### src/hw/rtl/bfsc_pkg.sv
// Shared types and constants for the byte four-square cipher.
// No dependencies.
package bfsc_pkg;

  localparam int unsigned TableDepth = 256;
  localparam int unsigned AddrW      = 8;

  localparam logic [31:0] LcgMul  = 32'd1103515245;
  localparam logic [31:0] LcgAdd  = 32'd12345;
  localparam logic [31:0] LcgMask = 32'h7FFF_FFFF;
  localparam logic [31:0] HashMul = 32'd31;
  localparam logic [7:0]  PadByte = 8'h20;

  typedef enum logic [1:0] {
    CmdKeyChar = 2'd0,
    CmdCommit  = 2'd1,
    CmdEncrypt = 2'd2,
    CmdDecrypt = 2'd3
  } cmd_e;

  // Control from the sequencer to the table store.
  typedef struct packed {
    logic             wr_en;
    logic             sel;      // 0 upper right, 1 lower left
    logic             inv;      // 1 selects the inverse table
    logic [AddrW-1:0] wr_addr;
    logic [7:0]       wr_data;
  } tbl_wr_t;

endpackage

### src/hw/rtl/bfsc_mod.sv
// Multi-cycle remainder unit: a 31-bit value modulo an 9-bit divisor.
// Uses bfsc_pkg; one quotient bit per cycle, restoring division.
module bfsc_mod
  import bfsc_pkg::*;
(
  input  logic        clk_i,
  input  logic        rst_ni,
  input  logic        start_i,
  input  logic [30:0] dividend_i,
  input  logic [8:0]  divisor_i,
  output logic        done_o,
  output logic [7:0]  rem_o
);

  logic [30:0] num_q, num_d;
  logic [9:0]  rem_q, rem_d;
  logic [8:0]  div_q, div_d;
  logic [4:0]  cnt_q, cnt_d;
  logic        busy_q, busy_d;
  logic        done_q, done_d;
  logic [9:0]  shifted;

  // One restoring step per cycle, most significant bit first.
  always_comb begin
    num_d  = num_q;
    rem_d  = rem_q;
    div_d  = div_q;
    cnt_d  = cnt_q;
    busy_d = busy_q;
    done_d = 1'b0;
    shifted = {rem_q[8:0], num_q[30]};
    if (start_i) begin
      num_d  = dividend_i;
      rem_d  = '0;
      div_d  = divisor_i;
      cnt_d  = 5'd30;
      busy_d = 1'b1;
    end else if (busy_q) begin
      num_d = {num_q[29:0], 1'b0};
      if (shifted >= {1'b0, div_q}) begin
        rem_d = shifted - {1'b0, div_q};
      end else begin
        rem_d = shifted;
      end
      if (cnt_q == 5'd0) begin
        busy_d = 1'b0;
        done_d = 1'b1;
      end else begin
        cnt_d = cnt_q - 5'd1;
      end
    end
  end

  always_ff @(posedge clk_i or negedge rst_ni) begin
    if (!rst_ni) begin
      busy_q <= 1'b0;
      done_q <= 1'b0;
      cnt_q  <= '0;
    end else begin
      busy_q <= busy_d;
      done_q <= done_d;
      cnt_q  <= cnt_d;
    end
  end

  always_ff @(posedge clk_i) begin
    num_q <= num_d;
    rem_q <= rem_d;
    div_q <= div_d;
  end

  assign done_o = done_q;
  assign rem_o  = rem_q[7:0];

endmodule

### config.mk
export PLATFORM = sky130hd
export DESIGN_NAME = bfsc_mod
export DESIGN_NICKNAME = d
export VERILOG_FILES = /design/src/hw/rtl/bfsc_pkg.sv /design/src/hw/rtl/bfsc_mod.sv
export SDC_FILE = /design/constraint.sdc
export NUM_CORES = 1
export LEC_CHECK = 0
export ABC_AREA = 1
export BUFFER_PORTS_ARGS = -buffer_cell sky130_fd_sc_hd__buf_2
export CORE_MARGIN = 4
export CORE_UTILIZATION = 50
export CTS_CLUSTER_SIZE = 30
export DETAILED_ROUTE_END_ITERATION = 10
export GPL_TIMING_DRIVEN = 0
export HOLD_SLACK_MARGIN = 0.15
export PLACE_DENSITY = 0.74
export SETUP_SLACK_MARGIN = 0.02
export SKIP_LAST_GASP = 1
export SLEW_MARGIN = 20
export SYNTH_ARGS = -nofsm -noshare
export SYNTH_HDL_FRONTEND = slang
export SYNTH_SLANG_ARGS = --single-unit
### constraint.sdc
create_clock -name clk_i -period 1.7 [get_ports clk_i]
set_input_delay 0.085 -clock clk_i [delete_from_list [all_inputs] [get_ports clk_i]]
set_output_delay 0.085 -clock clk_i [all_outputs]
set_load 0.03 [all_outputs]
==> qor.yml <==
yosysSeqAreaShare_pct: 53.4
drt_pass1_iterations: 4
rsz0062_at_grt: "true"
final_util_pct: 73.3
powerDensity_nw_per_um2: 1320
routed_via_density: 5.08
syn-num-nets: 385
status: "finished with violations"
cp_slowest_cell: "edfxtp_1"
ys_types: 31
worstPathCellList: "inv_2, ha_4, inv_2, fa_2, nand2_2, nand2_4, nand3_4, nand2_4, nand2_8, nand2_8, nand2_4, nand3_2, nand2_1"
place_congestion: 0.843
hpwl_um: 4000
power_switching_uw: 2050
n_fill_cell: 405
crit_path_max_fanout: 6
failed_checks: "setup timing"
cts_tree: "done"
sw_frac_of_total_pct: 38.0
ir_drop_mv: 0.726
drcViolationCount: 0
drt_wl_total_um: 7410
htree_levels: 2
setup_ws_ns: -0.0533
placed_area_sq_um: 3260
tightest_slew_ns: 0.421
vias: 2643
reg2reg_from: "num_q[30]$_DFFE_PP_"
io_pins: 52
synth_top_cell_area_share_pct: 41.2
drv_cap: 0
syn2layout_area_growth_pct: 40.0
grt_util_all_layers_pct: 22.0
worst_slew_margin_rel_pct: 71.9
end_kind: "register"
wl_per_cell_um: 14.3
synthCells: 330
crit_top_cell: "nand2_4"
avgSynthCellArea_sq_um: 8.84
hold_violations: 0
port_buffers: 51
fin_crit_sh_pct: 103
cts_num_sinks: 56
layout.nets: 501
fp.dieH_um: 84.4
startpoint: "num_q[30]$_DFFE_PP_"
antenna_found_initial: 0
pwr-share-clk_pct: 18.9
ys_top_cells_by_area: "edfxtp_1 41%, nand2_1 20%, dfxtp_1 6.2%"
pwr-share-comb_pct: 47.5
max_stage_delay_ns: 0.38
min_path_cells: 1
final.min_clock_period_ns: 1.75
antenna_left: 0
cts_root_buf: "clkbuf_8"
postLayoutCellArea_sq_um: 4080
grt_pass1_wl_um: 12700
slew_viol_final: 0
clkTransAtPathRegs_ns: 0.10
drive_gt1_share_pct: 26.0
ys_ff_latch: 56
pwr-share-seq_pct: 33.6
core-area_sq_um: 5570
finalPower_uw: 5400
leakagePower_uw: 0.00204
start_kind: "register"
clkLatencyLatePin_ns: 0.31
setup_viol: 8
grt_start_max_net_pins: 33
min-delay-start: "start_i"
cp_data_required_time_ns: 1.95
cp.arrival_ns: 2.00
yosysTopAreaCell: "edfxtp_1"
fin_skew_ns: 0.0108
timing.fmax_ghz: 0.570
critPathKind: "reg2reg"
yosysWarnings: 0
hp-class: "in2reg"
p_int_uw: 3350
numCtsBuffers: 5
grt_pass1_vias: 2813
fp.dieArea_sq_um: 7120
first_iter_violations: 169
cts_max_path_buffers: 2
grt-ovfl-total: 0
start_util_pct: 52.3
ff2ff_path_depth: 13
rows: 27
holdWs_ns: 0.178
die_w_um: 84.4
syn-cell-area_sq_um: 2920
-- power groups by stage --
stage          Sequential, uW  Combinational [uW]  Clock (uW)
2_1_floorplan            1790                1480           0
3_3_place_gp             1830                1780           0
3_5_place_dp             1830                1820           0
4_1_cts                  1800                2280        1030
5_1_grt                  1840                2800        1100
6_report                 1820                2560        1020
-- flip-flops by register name, summed over array words and instances (netlist names) --
signal / cells
num_q: 31
div_q: 9
rem_q: 9
cnt_q: 5
busy_q: 1
done_o: 1
-- final cells by class --
type	count	area [sq um]	share of cell area, %
clock buffers	6	72.6	1.78
flip-flops and latches	56	1560	38.1
plain buffers	16	101	2.48
repair buffers	107	797	19.5
multi-input cells	228	1280	31.4
clock inverters	2	60.1	1.47
diodes	1	2.50	0.0613
well taps	72	90.1	2.21
inverters	32	123	3.00
-- per-layer routing --
metal | routed length [um] | vias up | track usage, %
li1 | - | 1284 | -
met1 | 2860 | 1221 | 24.7
met2 | 3890 | 108 | 39.3
met3 | 432 | 30 | 4.81
met4 | 226 | 0 | 10.6
met5 | 0 | - | 0
-- cells in the final DEF (no fill, tap or decap), types with 3 or more instances in the layout --
master / instances
nand2_1: 145
buf_2: 51
dlygate4sd3_1: 42
edfxtp_1: 40
inv_1: 26
buf_4: 21
nand3_1: 12
nand3b_1: 10
ha_1: 9
dfxtp_1: 9
nor2_1: 8
clkbuf_1: 7
dfrtp_1: 7
nand2_2: 6
nand2_4: 5
nand3_2: 5
clkbuf_8: 5
inv_2: 4
a21oi_1: 4
nand2_8: 3
o21ai_1: 3
-- per-stage QoR --
step / TNS, ns / setup slack [ns] / cells
floorplan: 0 / 0.0290 / 330
global placement: -1.51 / -0.228 / 453
detailed placement: -1.92 / -0.256 / 453
CTS: -0.499 / -0.0716 / 518
global route: -1.24 / -0.166 / 519
finish: -0.236 / -0.0533 / 520
-- kinds of logic (layout without fill, tap and decap cells) --
family	after synthesis	count (layout)	share of synthesized area [%]
XOR/XNOR	4	4	1.20
AO/OA/AOI/OAI	11	11	2.40
flip-flops	56	56	53.4
AND/OR/NAND/NOR	199	201	30.0
adder cells (fa/ha/maj)	12	12	5.41
buffers and inverters	48	163	7.59
other	0	1	0
-- worst paths after layout --
kind / slack [ns] / end
setup / recovery: -0.05 / rem_q[7]$_SDFFE_PP0P_
hold / removal: 0.18 / div_q[8]$_DFFE_PP_
setup reg to reg: -0.05 / rem_q[7]$_SDFFE_PP0P_
hold reg to reg: 0.50 / rem_q[4]$_SDFFE_PP0P_
max in group asynchronous: 0.70 / busy_q$_DFF_PN0_
min in group asynchronous: 0.74 / cnt_q[2]$_DFFE_PN0P_
-- worst max-delay path: cells and delay by family (launching register included) --
| kind | cells | cell delay, ns |
|---|---|---|
| and+or+nand+nor | 9 | 0.74 |
| buffers and inverters | 2 | 0.12 |
| adders and majority gates | 2 | 0.46 |
| DFF | 1 | 0.38 |
-- Yosys cell counts, drive strengths merged --
| master | instances |
|---|---|
| xnor2 | 2 |
| dfxtp | 9 |
| buf | 10 |
| nand4 | 1 |
| nand3 | 18 |
| edfxtp | 40 |
| a32oi | 1 |
| inv | 31 |
| dfrtp | 7 |
| clkinv | 1 |
| o21ai | 5 |
| xor2 | 2 |
| nand3b | 10 |
| a21oi | 5 |
| or2 | 1 |
| ha | 11 |
| nand2 | 157 |
| nor2 | 10 |
| fa | 1 |
| nor3 | 2 |
| clkbuf | 6 |
-- what timing repair did --
item | in CTS | in global routing
hold buffers | 42 | 0
gates resized for setup | 14 | 14
setup endpoints to repair | 10 | 10
cloned | 2 | 0
pin swaps | 12 | 10
endpoints found under the hold margin | 47 | 0
buffers inserted | 13 | 1
Note: power is estimated with default switching activity, not from simulation.
